==> src/hdl/cbs_pkg.sv <==
// cbs_pkg: shared types and constants for the cubic Bezier sampler.
// Used by cbs_datapath, cbs_ctrl and cubic_bezier_sampler_top.
`timescale 1ns / 1ps
`default_nettype none
package cbs_pkg;

  localparam int T_IN_W   = 17;  // t_start / t_end field width
  localparam int CNT_W    = 6;   // sample_count and point_index width
  localparam int REG_IDX_W = 3;

  localparam logic [REG_IDX_W-1:0] REG_START_X  = 3'd0;
  localparam logic [REG_IDX_W-1:0] REG_START_Y  = 3'd1;
  localparam logic [REG_IDX_W-1:0] REG_END_X    = 3'd2;
  localparam logic [REG_IDX_W-1:0] REG_END_Y    = 3'd3;
  localparam logic [REG_IDX_W-1:0] REG_CTRL_A_X = 3'd4;
  localparam logic [REG_IDX_W-1:0] REG_CTRL_A_Y = 3'd5;
  localparam logic [REG_IDX_W-1:0] REG_CTRL_B_X = 3'd6;
  localparam logic [REG_IDX_W-1:0] REG_CTRL_B_Y = 3'd7;

  localparam logic REQ_SAMPLE = 1'b0;
  localparam logic REQ_SUBDIV = 1'b1;

  typedef enum logic [2:0] {
    ST_IDLE, ST_TCALC, ST_DIV, ST_LERP, ST_COPY, ST_SUB2, ST_EMIT_S, ST_EMIT_Q
  } state_t;

  typedef enum logic [1:0] {
    OUT_X5, OUT_Q, OUT_ERR
  } out_src_t;

  typedef struct packed {
    logic             load_req;
    logic             div_start;
    logic             div_sub;     // 1: subdivision ratio, 0: sample step
    logic             t_from_div;
    logic             t_from_ts;
    logic             lerp_en;
    logic [2:0]       lerp_step;
    logic             copy_right;
    logic             copy_left;
    logic             out_load;
    out_src_t         out_src;
    logic [1:0]       out_k;
    logic [CNT_W-1:0] idx;         // point counter, also sample multiplier
    logic             out_last;
  } cmd_t;

  typedef struct packed {
    logic             req;
    logic             n_zero;
    logic [CNT_W-1:0] n;
    logic             range_bad;
    logic             ts_zero;
    logic             te_one;
    logic             div_done;
    logic             out_free;
  } status_t;

endpackage
`default_nettype wire

==> src/hdl/cbs_div.sv <==
// cbs_div: iterative restoring divider, one quotient bit per cycle.
// Standalone; used by cbs_datapath.
`timescale 1ns / 1ps
`default_nettype none
module cbs_div #(
  parameter int NW = 34,
  parameter int DW = 17
) (
  input  wire logic          clk,
  input  wire logic          rst_n,
  input  wire logic          start,
  input  wire logic [NW-1:0] num,
  input  wire logic [DW-1:0] den,
  output logic               done,
  output logic [NW-1:0]      quot
);
  localparam int CW = $clog2(NW + 1);

  logic [NW-1:0] num_r, num_nxt;
  logic [DW:0]   rem_r, rem_nxt;
  logic [DW-1:0] den_r, den_nxt;
  logic [CW-1:0] cnt_r, cnt_nxt;
  logic          busy_r, busy_nxt, done_r, done_nxt;
  logic [DW+1:0] trial;

  always_comb begin
    num_nxt  = num_r;
    rem_nxt  = rem_r;
    den_nxt  = den_r;
    cnt_nxt  = cnt_r;
    busy_nxt = busy_r;
    done_nxt = 1'b0;
    trial    = {rem_r, num_r[NW-1]} - {2'b00, den_r};
    if (start && !busy_r) begin
      num_nxt  = num;
      rem_nxt  = '0;
      den_nxt  = den;
      cnt_nxt  = CW'(NW);
      busy_nxt = 1'b1;
    end else if (busy_r) begin
      if (!trial[DW+1]) begin
        rem_nxt = trial[DW:0];
        num_nxt = {num_r[NW-2:0], 1'b1};
      end else begin
        rem_nxt = {rem_r[DW-1:0], num_r[NW-1]};
        num_nxt = {num_r[NW-2:0], 1'b0};
      end
      cnt_nxt = cnt_r - 1'b1;
      if (cnt_r == CW'(1)) begin
        busy_nxt = 1'b0;
        done_nxt = 1'b1;
      end
    end
  end

  always_ff @(posedge clk) begin
    num_r <= num_nxt;
    rem_r <= rem_nxt;
    den_r <= den_nxt;
    if (!rst_n) begin
      cnt_r  <= '0;
      busy_r <= 1'b0;
      done_r <= 1'b0;
    end else begin
      cnt_r  <= cnt_nxt;
      busy_r <= busy_nxt;
      done_r <= done_nxt;
    end
  end

  assign done = done_r;
  assign quot = num_r;
endmodule
`default_nettype wire

==> src/hdl/cbs_datapath.sv <==
// cbs_datapath: control point registers, parameter math, shared lerp unit
// and output register. Depends on cbs_pkg and cbs_div.
`timescale 1ns / 1ps
`default_nettype none
module cbs_datapath #(
  parameter int MAX_SAMPLES = 63,
  parameter int COORD_WIDTH = 24,
  parameter int T_FRAC_BITS = 16
) (
  input  wire logic                         clk,
  input  wire logic                         rst_n,
  input  wire logic                         cfg_we,
  input  wire logic [cbs_pkg::REG_IDX_W-1:0] cfg_index,
  input  wire logic [COORD_WIDTH-1:0]       cfg_wdata,
  input  wire logic                         req_type,
  input  wire logic [cbs_pkg::T_IN_W-1:0]   t_start,
  input  wire logic [cbs_pkg::T_IN_W-1:0]   t_end,
  input  wire logic [cbs_pkg::CNT_W-1:0]    sample_count,
  input  wire cbs_pkg::cmd_t                cmd,
  output cbs_pkg::status_t                  sts,
  output logic                              out_valid,
  input  wire logic                         out_ready,
  output logic [COORD_WIDTH-1:0]            out_x,
  output logic [COORD_WIDTH-1:0]            out_y,
  output logic [cbs_pkg::CNT_W-1:0]         out_index,
  output logic                              out_status,
  output logic                              out_last
);
  import cbs_pkg::*;

  localparam int CW = COORD_WIDTH;
  localparam int F  = T_FRAC_BITS;
  localparam int TW = F + 1;
  localparam int NW = 2 * F + 2;
  localparam int XW = T_IN_W + TW;
  localparam logic [TW-1:0] T_ONE = TW'(1) << F;

  // control points from configuration
  logic signed [CW-1:0] cx_r [4];
  logic signed [CW-1:0] cy_r [4];
  // working curve and intermediates x0..x5
  logic signed [CW-1:0] qx_r [4];
  logic signed [CW-1:0] qy_r [4];
  logic signed [CW-1:0] ix_r [6];
  logic signed [CW-1:0] iy_r [6];

  logic          req_r;
  logic [TW-1:0] ts_r, te_r, t_r;
  logic [CNT_W-1:0] n_r;

  logic [TW-1:0] ts_c, te_c;
  logic [CNT_W-1:0] n_c;

  always_comb begin
    ts_c = (XW'(t_start) > XW'(T_ONE)) ? T_ONE : TW'(t_start);
    te_c = (XW'(t_end) > XW'(T_ONE)) ? T_ONE : TW'(t_end);
    n_c  = (9'(sample_count) > 9'(MAX_SAMPLES)) ? CNT_W'(MAX_SAMPLES) : sample_count;
  end

  always_ff @(posedge clk) begin
    if (!rst_n) begin
      for (int k = 0; k < 4; k++) begin
        cx_r[k] <= '0;
        cy_r[k] <= '0;
      end
    end else if (cfg_we) begin
      case (cfg_index)
        REG_START_X:  cx_r[0] <= cfg_wdata;
        REG_START_Y:  cy_r[0] <= cfg_wdata;
        REG_CTRL_A_X: cx_r[1] <= cfg_wdata;
        REG_CTRL_A_Y: cy_r[1] <= cfg_wdata;
        REG_CTRL_B_X: cx_r[2] <= cfg_wdata;
        REG_CTRL_B_Y: cy_r[2] <= cfg_wdata;
        REG_END_X:    cx_r[3] <= cfg_wdata;
        REG_END_Y:    cy_r[3] <= cfg_wdata;
        default: ;
      endcase
    end
  end

  // parameter difference and divider operands
  logic signed [TW:0] d;
  logic [TW-1:0]      d_abs;
  logic [NW-1:0]      div_num;
  logic [TW-1:0]      div_den;
  logic               div_done;
  logic [NW-1:0]      div_q;

  always_comb begin
    d     = $signed({1'b0, te_r}) - $signed({1'b0, ts_r});
    d_abs = d[TW] ? TW'(-d) : TW'(d);
    if (cmd.div_sub) begin
      div_num = NW'(d_abs) << F;
      div_den = T_ONE - ts_r;
    end else begin
      div_num = NW'(d_abs) * NW'(cmd.idx);
      div_den = TW'(n_r);
    end
  end

  cbs_div #(.NW(NW), .DW(TW)) u_div (
    .clk   (clk),
    .rst_n (rst_n),
    .start (cmd.div_start),
    .num   (div_num),
    .den   (div_den),
    .done  (div_done),
    .quot  (div_q)
  );

  // lerp operand select per step of the de Casteljau triangle
  logic signed [CW-1:0] ax, ay, bx, by;
  always_comb begin
    case (cmd.lerp_step)
      3'd0: begin ax = qx_r[0]; ay = qy_r[0]; bx = qx_r[1]; by = qy_r[1]; end
      3'd1: begin ax = qx_r[1]; ay = qy_r[1]; bx = qx_r[2]; by = qy_r[2]; end
      3'd2: begin ax = qx_r[2]; ay = qy_r[2]; bx = qx_r[3]; by = qy_r[3]; end
      3'd3: begin ax = ix_r[0]; ay = iy_r[0]; bx = ix_r[1]; by = iy_r[1]; end
      3'd4: begin ax = ix_r[1]; ay = iy_r[1]; bx = ix_r[2]; by = iy_r[2]; end
      3'd5: begin ax = ix_r[3]; ay = iy_r[3]; bx = ix_r[4]; by = iy_r[4]; end
      default: begin ax = ix_r[3]; ay = iy_r[3]; bx = ix_r[4]; by = iy_r[4]; end
    endcase
  end

  logic signed [CW:0]      dx, dy;
  logic signed [CW+TW+1:0] px, py;
  logic signed [CW+TW+1:0] sx, sy;
  logic signed [CW-1:0]    lx, ly;
  always_comb begin
    dx = $signed({bx[CW-1], bx}) - $signed({ax[CW-1], ax});
    dy = $signed({by[CW-1], by}) - $signed({ay[CW-1], ay});
    px = dx * $signed({1'b0, t_r});
    py = dy * $signed({1'b0, t_r});
    sx = px >>> F;  // floor
    sy = py >>> F;
    lx = ax + sx[CW-1:0];
    ly = ay + sy[CW-1:0];
  end

  always_ff @(posedge clk) begin
    if (cmd.load_req) begin
      req_r <= req_type;
      ts_r  <= ts_c;
      te_r  <= te_c;
      n_r   <= n_c;
      for (int k = 0; k < 4; k++) begin
        qx_r[k] <= cx_r[k];
        qy_r[k] <= cy_r[k];
      end
    end else if (cmd.copy_right) begin
      qx_r[0] <= ix_r[5]; qy_r[0] <= iy_r[5];
      qx_r[1] <= ix_r[4]; qy_r[1] <= iy_r[4];
      qx_r[2] <= ix_r[2]; qy_r[2] <= iy_r[2];
    end else if (cmd.copy_left) begin
      qx_r[1] <= ix_r[0]; qy_r[1] <= iy_r[0];
      qx_r[2] <= ix_r[3]; qy_r[2] <= iy_r[3];
      qx_r[3] <= ix_r[5]; qy_r[3] <= iy_r[5];
    end
    if (cmd.t_from_ts) begin
      t_r <= ts_r;
    end else if (cmd.t_from_div) begin
      if (cmd.div_sub) t_r <= div_q[TW-1:0];
      else if (d[TW]) t_r <= ts_r - div_q[TW-1:0];
      else t_r <= ts_r + div_q[TW-1:0];
    end
    if (cmd.lerp_en) begin
      ix_r[cmd.lerp_step] <= lx;
      iy_r[cmd.lerp_step] <= ly;
    end
  end

  // output register
  logic out_valid_r;
  logic [CW-1:0] ox_r, oy_r;
  logic [CNT_W-1:0] oi_r;
  logic os_r, ol_r;
  logic out_free;
  assign out_free = !out_valid_r || out_ready;

  always_ff @(posedge clk) begin
    if (!rst_n) begin
      out_valid_r <= 1'b0;
    end else if (cmd.out_load) begin
      out_valid_r <= 1'b1;
    end else if (out_ready) begin
      out_valid_r <= 1'b0;
    end
    if (cmd.out_load) begin
      oi_r <= cmd.idx;
      ol_r <= cmd.out_last;
      case (cmd.out_src)
        OUT_X5: begin ox_r <= ix_r[5]; oy_r <= iy_r[5]; os_r <= 1'b0; end
        OUT_Q: begin ox_r <= qx_r[cmd.out_k]; oy_r <= qy_r[cmd.out_k]; os_r <= 1'b0; end
        default: begin ox_r <= '0; oy_r <= '0; os_r <= 1'b1; end
      endcase
    end
  end

  assign out_valid  = out_valid_r;
  assign out_x      = ox_r;
  assign out_y      = oy_r;
  assign out_index  = oi_r;
  assign out_status = os_r;
  assign out_last   = ol_r;

  always_comb begin
    sts.req       = req_r;
    sts.n_zero    = (n_r == '0);
    sts.n         = n_r;
    sts.range_bad = (ts_r >= te_r);
    sts.ts_zero   = (ts_r == '0);
    sts.te_one    = (te_r == T_ONE);
    sts.div_done  = div_done;
    sts.out_free  = out_free;
  end
endmodule
`default_nettype wire

==> src/hdl/cbs_ctrl.sv <==
// cbs_ctrl: request sequencer issuing commands to cbs_datapath.
// Depends on cbs_pkg.
`timescale 1ns / 1ps
`default_nettype none
module cbs_ctrl (
  input  wire logic             clk,
  input  wire logic             rst_n,
  input  wire logic             in_valid,
  output logic                  in_ready,
  input  wire cbs_pkg::status_t sts,
  output cbs_pkg::cmd_t         cmd
);
  import cbs_pkg::*;

  state_t state_r, state_nxt;
  logic [CNT_W-1:0] i_r, i_nxt;
  logic [2:0] step_r, step_nxt;
  logic [1:0] k_r, k_nxt;
  logic phase_r, phase_nxt;   // 0: first split at t_start, 1: second split

  always_ff @(posedge clk) begin
    if (!rst_n) begin
      state_r <= ST_IDLE;
      i_r     <= '0;
      step_r  <= '0;
      k_r     <= '0;
      phase_r <= 1'b0;
    end else begin
      state_r <= state_nxt;
      i_r     <= i_nxt;
      step_r  <= step_nxt;
      k_r     <= k_nxt;
      phase_r <= phase_nxt;
    end
  end

  always_comb begin
    state_nxt = state_r;
    i_nxt     = i_r;
    step_nxt  = step_r;
    k_nxt     = k_r;
    phase_nxt = phase_r;
    in_ready  = 1'b0;
    cmd       = '0;
    cmd.out_src   = OUT_X5;
    cmd.idx       = i_r;
    cmd.lerp_step = step_r;
    cmd.out_k     = k_r;
    cmd.div_sub   = phase_r;
    case (state_r)
      ST_IDLE: begin
        in_ready = 1'b1;
        if (in_valid) begin
          cmd.load_req = 1'b1;
          i_nxt     = '0;
          step_nxt  = '0;
          k_nxt     = '0;
          phase_nxt = 1'b0;
          state_nxt = ST_TCALC;
        end
      end
      ST_TCALC: begin
        if (sts.req == REQ_SAMPLE) begin
          if (sts.n_zero) begin
            cmd.t_from_ts = 1'b1;
            state_nxt = ST_LERP;
          end else begin
            cmd.div_start = 1'b1;
            state_nxt = ST_DIV;
          end
        end else if (sts.range_bad) begin
          if (sts.out_free) begin
            cmd.out_load = 1'b1;
            cmd.out_src  = OUT_ERR;
            cmd.idx      = '0;
            cmd.out_last = 1'b1;
            state_nxt = ST_IDLE;
          end
        end else if (sts.ts_zero) begin
          state_nxt = ST_SUB2;
        end else begin
          cmd.t_from_ts = 1'b1;
          state_nxt = ST_LERP;
        end
      end
      ST_DIV: begin
        if (sts.div_done) begin
          cmd.t_from_div = 1'b1;
          state_nxt = ST_LERP;
        end
      end
      ST_LERP: begin
        cmd.lerp_en = 1'b1;
        if (step_r == 3'd5) begin
          step_nxt  = '0;
          state_nxt = (sts.req == REQ_SAMPLE) ? ST_EMIT_S : ST_COPY;
        end else begin
          step_nxt = step_r + 3'd1;
        end
      end
      ST_COPY: begin
        if (phase_r) begin
          cmd.copy_left = 1'b1;
          state_nxt = ST_EMIT_Q;
        end else begin
          cmd.copy_right = 1'b1;
          state_nxt = ST_SUB2;
        end
      end
      ST_SUB2: begin
        if (sts.te_one) begin
          state_nxt = ST_EMIT_Q;
        end else begin
          cmd.div_start = 1'b1;
          cmd.div_sub   = 1'b1;
          phase_nxt = 1'b1;
          state_nxt = ST_DIV;
        end
      end
      ST_EMIT_S: begin
        if (sts.out_free) begin
          cmd.out_load = 1'b1;
          cmd.out_src  = OUT_X5;
          cmd.out_last = (i_r == sts.n);
          if (i_r == sts.n) begin
            state_nxt = ST_IDLE;
          end else begin
            i_nxt = i_r + 1'b1;
            state_nxt = ST_TCALC;
          end
        end
      end
      ST_EMIT_Q: begin
        if (sts.out_free) begin
          cmd.out_load = 1'b1;
          cmd.out_src  = OUT_Q;
          cmd.idx      = CNT_W'(k_r);
          cmd.out_last = (k_r == 2'd3);
          k_nxt = k_r + 2'd1;
          if (k_r == 2'd3) state_nxt = ST_IDLE;
        end
      end
      default: state_nxt = ST_IDLE;
    endcase
  end
endmodule
`default_nettype wire

==> src/hdl/cubic_bezier_sampler_top.sv <==
// cubic_bezier_sampler_top: cubic Bezier flattening and subdivision block.
// Depends on cbs_pkg, cbs_ctrl, cbs_datapath, cbs_div.
//
// Usage: write the four control points through cfg_* while idle, then send
// requests on in_*. in_tuser is req_type: 0 samples sample_count+1 points
// from t_start toward t_end, 1 emits the four points of the sub-curve over
// [t_start, t_end], or one error result (status 1) when t_start >= t_end.
// Results leave on out_* with out_tlast on the last point of a request.
// One request is processed at a time; in_tready is high only when idle.
// Each sampled point uses the bit-serial divider for the step parameter,
// then six lerps on the shared lerp unit; with a count of 0 the divider is
// skipped for the single point. A subdivision without error ends by
// emitting its four points. The output register lets the next point be
// computed while the previous one waits; when the receiver stalls, the
// sequencer holds until the output register is free, and nothing is
// dropped. Synchronous reset clears the control points to zero, empties
// the output register and returns the sequencer to idle.
`timescale 1ns / 1ps
`default_nettype none
module cubic_bezier_sampler_top #(
  parameter int MAX_SAMPLES = 63,
  parameter int COORD_WIDTH = 24,
  parameter int T_FRAC_BITS = 16
) (
  input  wire logic                          clk,
  input  wire logic                          rst_n,
  input  wire logic                          cfg_we,
  input  wire logic [cbs_pkg::REG_IDX_W-1:0] cfg_index,
  input  wire logic [COORD_WIDTH-1:0]        cfg_wdata,
  input  wire logic                          in_tvalid,
  output logic                               in_tready,
  // t_start[16:0], t_end[33:17], sample_count[39:34]
  input  wire logic [39:0]                   in_tdata,
  // req_type
  input  wire logic                          in_tuser,
  output logic                               out_tvalid,
  input  wire logic                          out_tready,
  // x, y, point_index, status, zero fill
  output logic [((2*COORD_WIDTH+14)/8)*8-1:0] out_tdata,
  output logic                               out_tlast
);
  import cbs_pkg::*;

  localparam int OW = ((2 * COORD_WIDTH + 14) / 8) * 8;

  cmd_t    cmd;
  status_t sts;
  logic [COORD_WIDTH-1:0] ox, oy;
  logic [CNT_W-1:0] oi;
  logic os;

  cbs_ctrl u_ctrl (
    .clk      (clk),
    .rst_n    (rst_n),
    .in_valid (in_tvalid),
    .in_ready (in_tready),
    .sts      (sts),
    .cmd      (cmd)
  );

  cbs_datapath #(
    .MAX_SAMPLES (MAX_SAMPLES),
    .COORD_WIDTH (COORD_WIDTH),
    .T_FRAC_BITS (T_FRAC_BITS)
  ) u_dp (
    .clk          (clk),
    .rst_n        (rst_n),
    .cfg_we       (cfg_we),
    .cfg_index    (cfg_index),
    .cfg_wdata    (cfg_wdata),
    .req_type     (in_tuser),
    .t_start      (in_tdata[16:0]),
    .t_end        (in_tdata[33:17]),
    .sample_count (in_tdata[39:34]),
    .cmd          (cmd),
    .sts          (sts),
    .out_valid    (out_tvalid),
    .out_ready    (out_tready),
    .out_x        (ox),
    .out_y        (oy),
    .out_index    (oi),
    .out_status   (os),
    .out_last     (out_tlast)
  );

  assign out_tdata = OW'({os, oi, oy, ox});
endmodule
`default_nettype wire
==> config.mk <==
export PLATFORM = sky130hd
export DESIGN_NAME = cubic_bezier_sampler_top
export DESIGN_NICKNAME = d
export VERILOG_FILES = /design/src/hdl/cbs_pkg.sv /design/src/hdl/cbs_div.sv /design/src/hdl/cbs_datapath.sv /design/src/hdl/cbs_ctrl.sv /design/src/hdl/cubic_bezier_sampler_top.sv
export SDC_FILE = /design/constraint.sdc
export NUM_CORES = 2
export LEC_CHECK = 0
export ABC_AREA = 0
export BUFFER_PORTS_ARGS = -buffer_cell sky130_fd_sc_hd__clkbuf_2
export CORE_AREA = 2 2 296 415
export DETAILED_ROUTE_END_ITERATION = 6
export DIE_AREA = 0 0 298 417
export GPL_ROUTABILITY_DRIVEN = 0
export HOLD_SLACK_MARGIN = 0.05
export PLACE_DENSITY = 0.88
export RECOVER_POWER = 50
export SYNTH_ARGS = -nofsm -noshare
export SYNTH_HDL_FRONTEND = slang
export SYNTH_SLANG_ARGS = --single-unit
==> constraint.sdc <==
create_clock -name clk -period 37.2 [get_ports clk]
set_clock_uncertainty 0.1 [all_clocks]
set_input_delay 1.86 -clock clk [delete_from_list [all_inputs] [get_ports clk]]
set_output_delay 1.86 -clock clk [all_outputs]
set_load 0.005 [all_outputs]
# After elaboration in Yosys (flattened, before gate mapping)
# Memories as Yosys holds them, arrays and structs flattened. A register that Yosys moved wholly into a read port is not among the register bits.
# Index checks and enable logic that the tools add are counted.
[word_totals]
reg_bits = 207
elab_cells = 285
ramBits = 672
inputBits = 73
memories = 6
output_inout_bits = 59
[mem_list]
columns = ["name", "depth", "width", "read_ports", "rd_ports_with_merged_regs", "wr", "line", "rtl"]
rows = [
  ["u_dp.ix_r", 6, 24, 6, 0, 1, "cbs_datapath.sv:44", "logic signed [CW-1:0] ix_r [6];"],
  ["u_dp.iy_r", 6, 24, 6, 0, 1, "cbs_datapath.sv:45", "logic signed [CW-1:0] iy_r [6];"],
  ["u_dp.cx_r", 4, 24, 4, 0, 4, "cbs_datapath.sv:39", "logic signed [CW-1:0] cx_r [4];"],
  ["u_dp.cy_r", 4, 24, 4, 0, 4, "cbs_datapath.sv:40", "logic signed [CW-1:0] cy_r [4];"],
  ["u_dp.qx_r", 4, 24, 5, 1, 4, "cbs_datapath.sv:42", "logic signed [CW-1:0] qx_r [4];"],
  ["u_dp.qy_r", 4, 24, 5, 1, 4, "cbs_datapath.sv:43", "logic signed [CW-1:0] qy_r [4];"],
]
[classes]
n_bitwise = 22
addsub = 14
muxes = 155
reduce_logical = 25
order_cmp = 3
eq_ne = 33
n_mul = 3
[op_table]
columns = ["cell", "count"]
rows = [
  ["2-to-1 mux 24 bit", 20],
  ["case mux 24 bit (5 select lines)", 4],
  ["case mux 24 bit (2 select lines)", 2],
  ["2-to-1 mux 17 bit", 5],
  ["multiplier 25 x 18 -> 40 bit", 2],
  ["2-to-1 mux 1 bit", 73],
  ["2-to-1 mux 34 bit", 2],
  ["2-to-1 mux 3 bit", 18],
  ["subtractor 24 x 24 -> 25 bit", 2],
  ["adder 24 bit", 2],
  ["2-to-1 mux 6 bit", 6],
  ["greater-than comparator 17 bit, second input constant", 2],
  ["2-to-1 mux 33 bit", 1],
  ["== test 3 bit, second input constant", 10],
  ["2-to-1 mux 7 bit", 4],
  ["case mux 3 bit (8 select lines)", 1],
  ["case mux 6 bit (2 select lines)", 2],
  ["multiplier 17 x 6 -> 23 bit", 1],
  ["2-to-1 mux 2 bit", 10],
  ["bitwise OR 1 bit", 20],
  ["subtractor 19 x 17 -> 19 bit", 1],
  ["== test 3 x 2 -> 1 bit, second input constant", 6],
  ["2-to-1 mux 18 bit", 1],
  ["subtractor 17 x 17 -> 18 bit", 1],
  ["other kinds (38)", 59],
]

# Longest topological paths before layout
[logic_depth]
depth_word = 9
mapped_depth = 61
ltp_nobuf = 53

# By module
# From an unflattened synthesis, not the netlist that was laid out.
[hier_totals]
hier_cells = 7524
hier_area_um2 = 79175.9
[modules_own_cells]
columns = ["mod", "cells_per_inst", "area_per_inst_um2", "seq_area_each_um2", "instances"]
rows = [
  ["cbs_datapath", 7032, 73935.9, 23622.7, 1],
  ["cbs_div", 330, 4046.4, 2052.0, 1],
  ["cbs_ctrl", 159, 1174.9, 300.3, 1],
  ["cubic_bezier_sampler_top", 3, 18.8, 0.0, 1],
]

# Worst setup path before layout
# Ideal clock, no wire load.
[synth_timing]
path_type = "register to register"
start = "register u_ctrl.step_r[1]"
end = "memory u_dp.iy_r[0][23] (netlist name), data pin"
setup_time_ns = 0.284
t_required_ns = 36.816
path_stages_with_launch = 57
setup_slack_ns = 24.114
arrival_ns = 12.702
n_path_buf = 8
synth_period_minus_slack_ns = 13.086
path_cell_list = "dfxtp_1 > clkbuf_1 > clkbuf_1 > buf_1 > and2_1 > ha_1 > clkbuf_1 > a21o_1 > clkbuf_1 > clkbuf_1 > clkbuf_1 > nor2_1 > a21oi_1 > ha_1 > inv_1 > fa_1 > a21oi_1 > o21ai_1 > [... 21 more ...] > a21oi_1 > o21ba_2 > nor2b_1 > nor3_1 > nor2_1 > ha_1 > a21o_1 > a21o_1 > or4_1 > o21a_1 > o211ai_1 > a21boi_1 > o21ai_0 > a21oi_1 > a21o_1 > a21o_1 > a21oi_1 > xnor3_1"
[synth_via]
elab_chain_cells = 5
elab_cells_between_ends = 10
cone_classes = "2 x add/sub; 1 x mul; 4 x eq/ne; 2 x mux; 1 x reduce/logical"
[synth_lines]
columns = ["element", "line", "rtl"]
rows = [
  ["from (decl)", "cbs_ctrl.sv:17", "logic [2:0] step_r, step_nxt;"],
  ["from (signal assigned)", "cbs_ctrl.sv:31", "step_r <= step_nxt;"],
  ["== test 3 bit (tied with other cells)", "cbs_datapath.sv:114", "case (cmd.lerp_step)"],
  ["case mux 24 bit (5 select lines)", "cbs_datapath.sv:114", ""],
  ["subtractor 24 x 24 -> 25 bit", "cbs_datapath.sv:131", "dy = $signed({by[CW-1], by}) - $signed({ay[CW-1], ay});"],
  ["multiplier 25 x 18 -> 40 bit", "cbs_datapath.sv:133", "py = dy * $signed({1'b0, t_r});"],
  ["adder 24 bit *", "cbs_datapath.sv:137", "ly = ay + sy[CW-1:0];"],
  ["net u_dp.ly[23]", "cbs_datapath.sv:128", "logic signed [CW-1:0] lx, ly;"],
  ["to (decl)", "cbs_datapath.sv:45", ""],
]
# The timed path passes the listed nets; every way through them passes the cells marked *.

# Worst setup path in the final report
[layout_timing]
start = "register u_ctrl.step_r[2]"
end = "memory u_dp.iy_r[1][22] (netlist name), data pin"
# Same word-level chain as after synthesis.

==> out/results.txt <==
outcome - complete, but fails checks
failing checks - DRC, capacitance limit, slew limit
largest net degree at the start of global routing - 94
Iter 0 DRT Violations - 8940
R2R depth - 49
Req. time, crit path - 37500 ps
H-tree depth - 3
HPWL Detailed - 157 mm
Post-synth EDFFs - 837
synthesized area - 0.0779 mm^2
Hold Path Depth - 2
hold_buf cts - 0
Worst-Margin Slew - 5480 ps
Worst Hold Launch - u_dp.u_div.rem_r[11]$_SDFFE_PP0P_
Final setup viols - 0
Overflow after GRT - 0
Fin Setup TNS - 0 ps
# clock sinks - 881
Starting Density - 0.647
Slew Viols, Final - 1162
reg2reg setup slack - 19850 ps
period utilisation layout - 0.466
DIE WIDTH - 298 um
drt first pass iters - 7
Critical Path AT - 17640 ps
FF-to-FF End - u_dp.iy_r[1][22]$_DFFE_PP_
Critical Setup Path Class - flip-flop to flip-flop
vias per cell - 6.53
Top-Level Pins - 132
syn avg cell area - 10.2 um^2
root buffer cell - clkbuf_16
footprint of the multi-input gates - 0.0463 mm^2
crit-path max FO - 43
Crit-path slowest cell - dfxtp_1
RSZ-0062 raised after global routing - false
Core Area - 0.121 mm^2
All-Layer GR Usage - 0.370
most used cells in the layout excluding fill and tap cells - inv_1, nand2_1, fa_1
Worst Hold Path EP - u_dp.u_div.rem_r[11]$_SDFFE_PP0P_
fillers - 8304
row count - 151
cell count after synthesis - 7662
Slew HR - -2.69
CTS tree - yes
initial antenna violation count - 11
Post-Route WL - 230 mm
largest stage delay on the critical path - 2180 ps
Critical Path Start Type - flip-flop
Post-DRT Antenna Nets - 0
Post-CTS Setup Bufs - 0
Layout Nets - 8918
Die Y - 417 um
post-detailed-route wirelength per cell - 24.8 um
layout cells sized above 1 - 0.0615
Syn Nets - 8963
dpl ws - 23130 ps
CTS Buffer Depth - 3
final worst slack - 19850 ps
vias in the first global route - 63971
Max Cap Violations - 31
Hold Slack - 397 ps
Worst-Skew Late Latency - 690 ps
commonest non-fill, non-tap cell in the layout - inv_1
r2r startpoint - u_ctrl.step_r[2]$_SDFFE_PN0P_
Top FF cell, synth - edfxtp_1
die area - 0.124 mm^2
Syn. warnings - 0
register area - 0.0260 mm^2
Area Growth Syn to Fin - 6.13%
Synth async-reset ratio - 0
final hold viol count - 0
ranking of synthesized cells by area - edfxtp_1, fa_1, ha_1
DRC errors left - 177
Min Clock Period, post-route - 17350 ps
Port Buf Inserts - 130
Fmax - 57.6 MHz
area leader, netlist - edfxtp_1
post-synth top area share - 0.323
first-pass GRT wire length - 354 mm
CP Capture Type - flip-flop
worst hold path class - flip-flop to flip-flop
#FFs+latches synth - 881
Netlist cell types - 87
dominant cell type by count on the critical path - fa_1
CTS Buf Count - 76
vias - 60666
register area share after synthesis - 0.334
CTS clk-pin slew, worst paths - 70 ps
CTS resizes - 0
==> synth_stat cells (44+ instances only) <==
library cell  instances
a21o_1               57
a21oi_1             230
a222oi_1             44
a22oi_1              49
a31oi_1              44
and2_1              666
clkbuf_1            333
dfxtp_1              44
edfxtp_1            837
fa_1                856
ha_1                372
inv_1              1178
mux2_2               55
mux2i_1             193
mux4_2               48
nand2_1            1018
nand3_1              54
nor2_1              305
nor2b_1              95
nor3_1               67
o211ai_1             61
o21a_1               74
o21ai_0             306
xnor2_1             167
xor2_1               82
==> per-stage QoR <==
step	instances	utilization	area, um^2
6_report	9288	0.686	82700
5_1_grt	9285	0.686	82700
4_1_cts	9280	0.688	82900
3_5_place_dp	9145	0.667	80400
3_3_place_gp	9145	0.667	80400
2_1_floorplan	7662	-	77900
==> critical path: cells and delay by family, from the launching register on <==
kind            cells  cell delay, ps
fa+ha+maj          10            4390
compound gates     19            4550
flops               1            2180
xor+xnor            3             730
buf+inv             9            3070
simple gates        8            1970
==> worst max-delay path by stage <==
| stage | start | cells after the start | end | slack (ps) |
|---|---|---|---|---|
| finish | u_ctrl.step_r[2]$_SDFFE_PN0P_ | 49 | u_dp.iy_r[1][22]$_DFFE_PP_ | 19850 |
| global route | u_ctrl.step_r[2]$_SDFFE_PN0P_ | 53 | u_dp.iy_r[1][23]$_DFFE_PP_ | 19720 |
| CTS | u_ctrl.step_r[1]$_SDFFE_PN0P_ | 51 | u_dp.iy_r[1][23]$_DFFE_PP_ | 22990 |
| detailed placement | u_ctrl.step_r[1]$_SDFFE_PN0P_ | 51 | u_dp.iy_r[3][23]$_DFFE_PP_ | 23130 |
| global placement | u_ctrl.step_r[1]$_SDFFE_PN0P_ | 49 | u_dp.iy_r[0][23]$_DFFE_PP_ | 23460 |
| floorplan | u_ctrl.step_r[1]$_SDFFE_PN0P_ | 56 | u_dp.iy_r[0][23]$_DFFE_PP_ | 24110 |
==> state kept, by name (all words and copies together) (netlist names), 34 cells and up, named ones only <==
signal,count
u_dp.iy_r,144
u_dp.qx_r,96
u_dp.ix_r,144
u_dp.u_div.quot,34
u_dp.cy_r,96
u_dp.qy_r,96
u_dp.cx_r,96
==> layout make-up <==
cell class	count	share of cell area
multi-input cells	5225	0.560
flip-flops and latches	881	0.315
inverters	1182	0.0537
clock buffers	92	0.0245
well taps	1606	0.0243
repair buffers	251	0.0171
clock inverters	43	0.00582
diodes	8	0.000242
==> per-layer routing <==
layer / track usage / vias to the layer above / part of all wire
met4: 0.251 / 14 / 0.078
met1: 0.430 / 29012 / 0.31
met2: 0.600 / 5146 / 0.47
met3: 0.103 / 1488 / 0.14
li1: - / 25006 / -
met5: 0 / - / 0.00032
==> kinds of logic (layout without fill, tap and decap cells) <==
group	count (synthesis)	after routing	synth area share
xor+xnor	251	251	0.0285
flops	881	881	0.334
simple gates	2383	2383	0.148
other cells	1	9	0.0000481
mux	296	296	0.0466
buf+inv	1556	1568	0.0752
compound gates	1066	1066	0.0882
fa+ha+maj	1228	1228	0.280
Power is left out: the tool's default activity adds up to more than one toggle a clock period on the data nets, which glitch-free logic cannot reach.
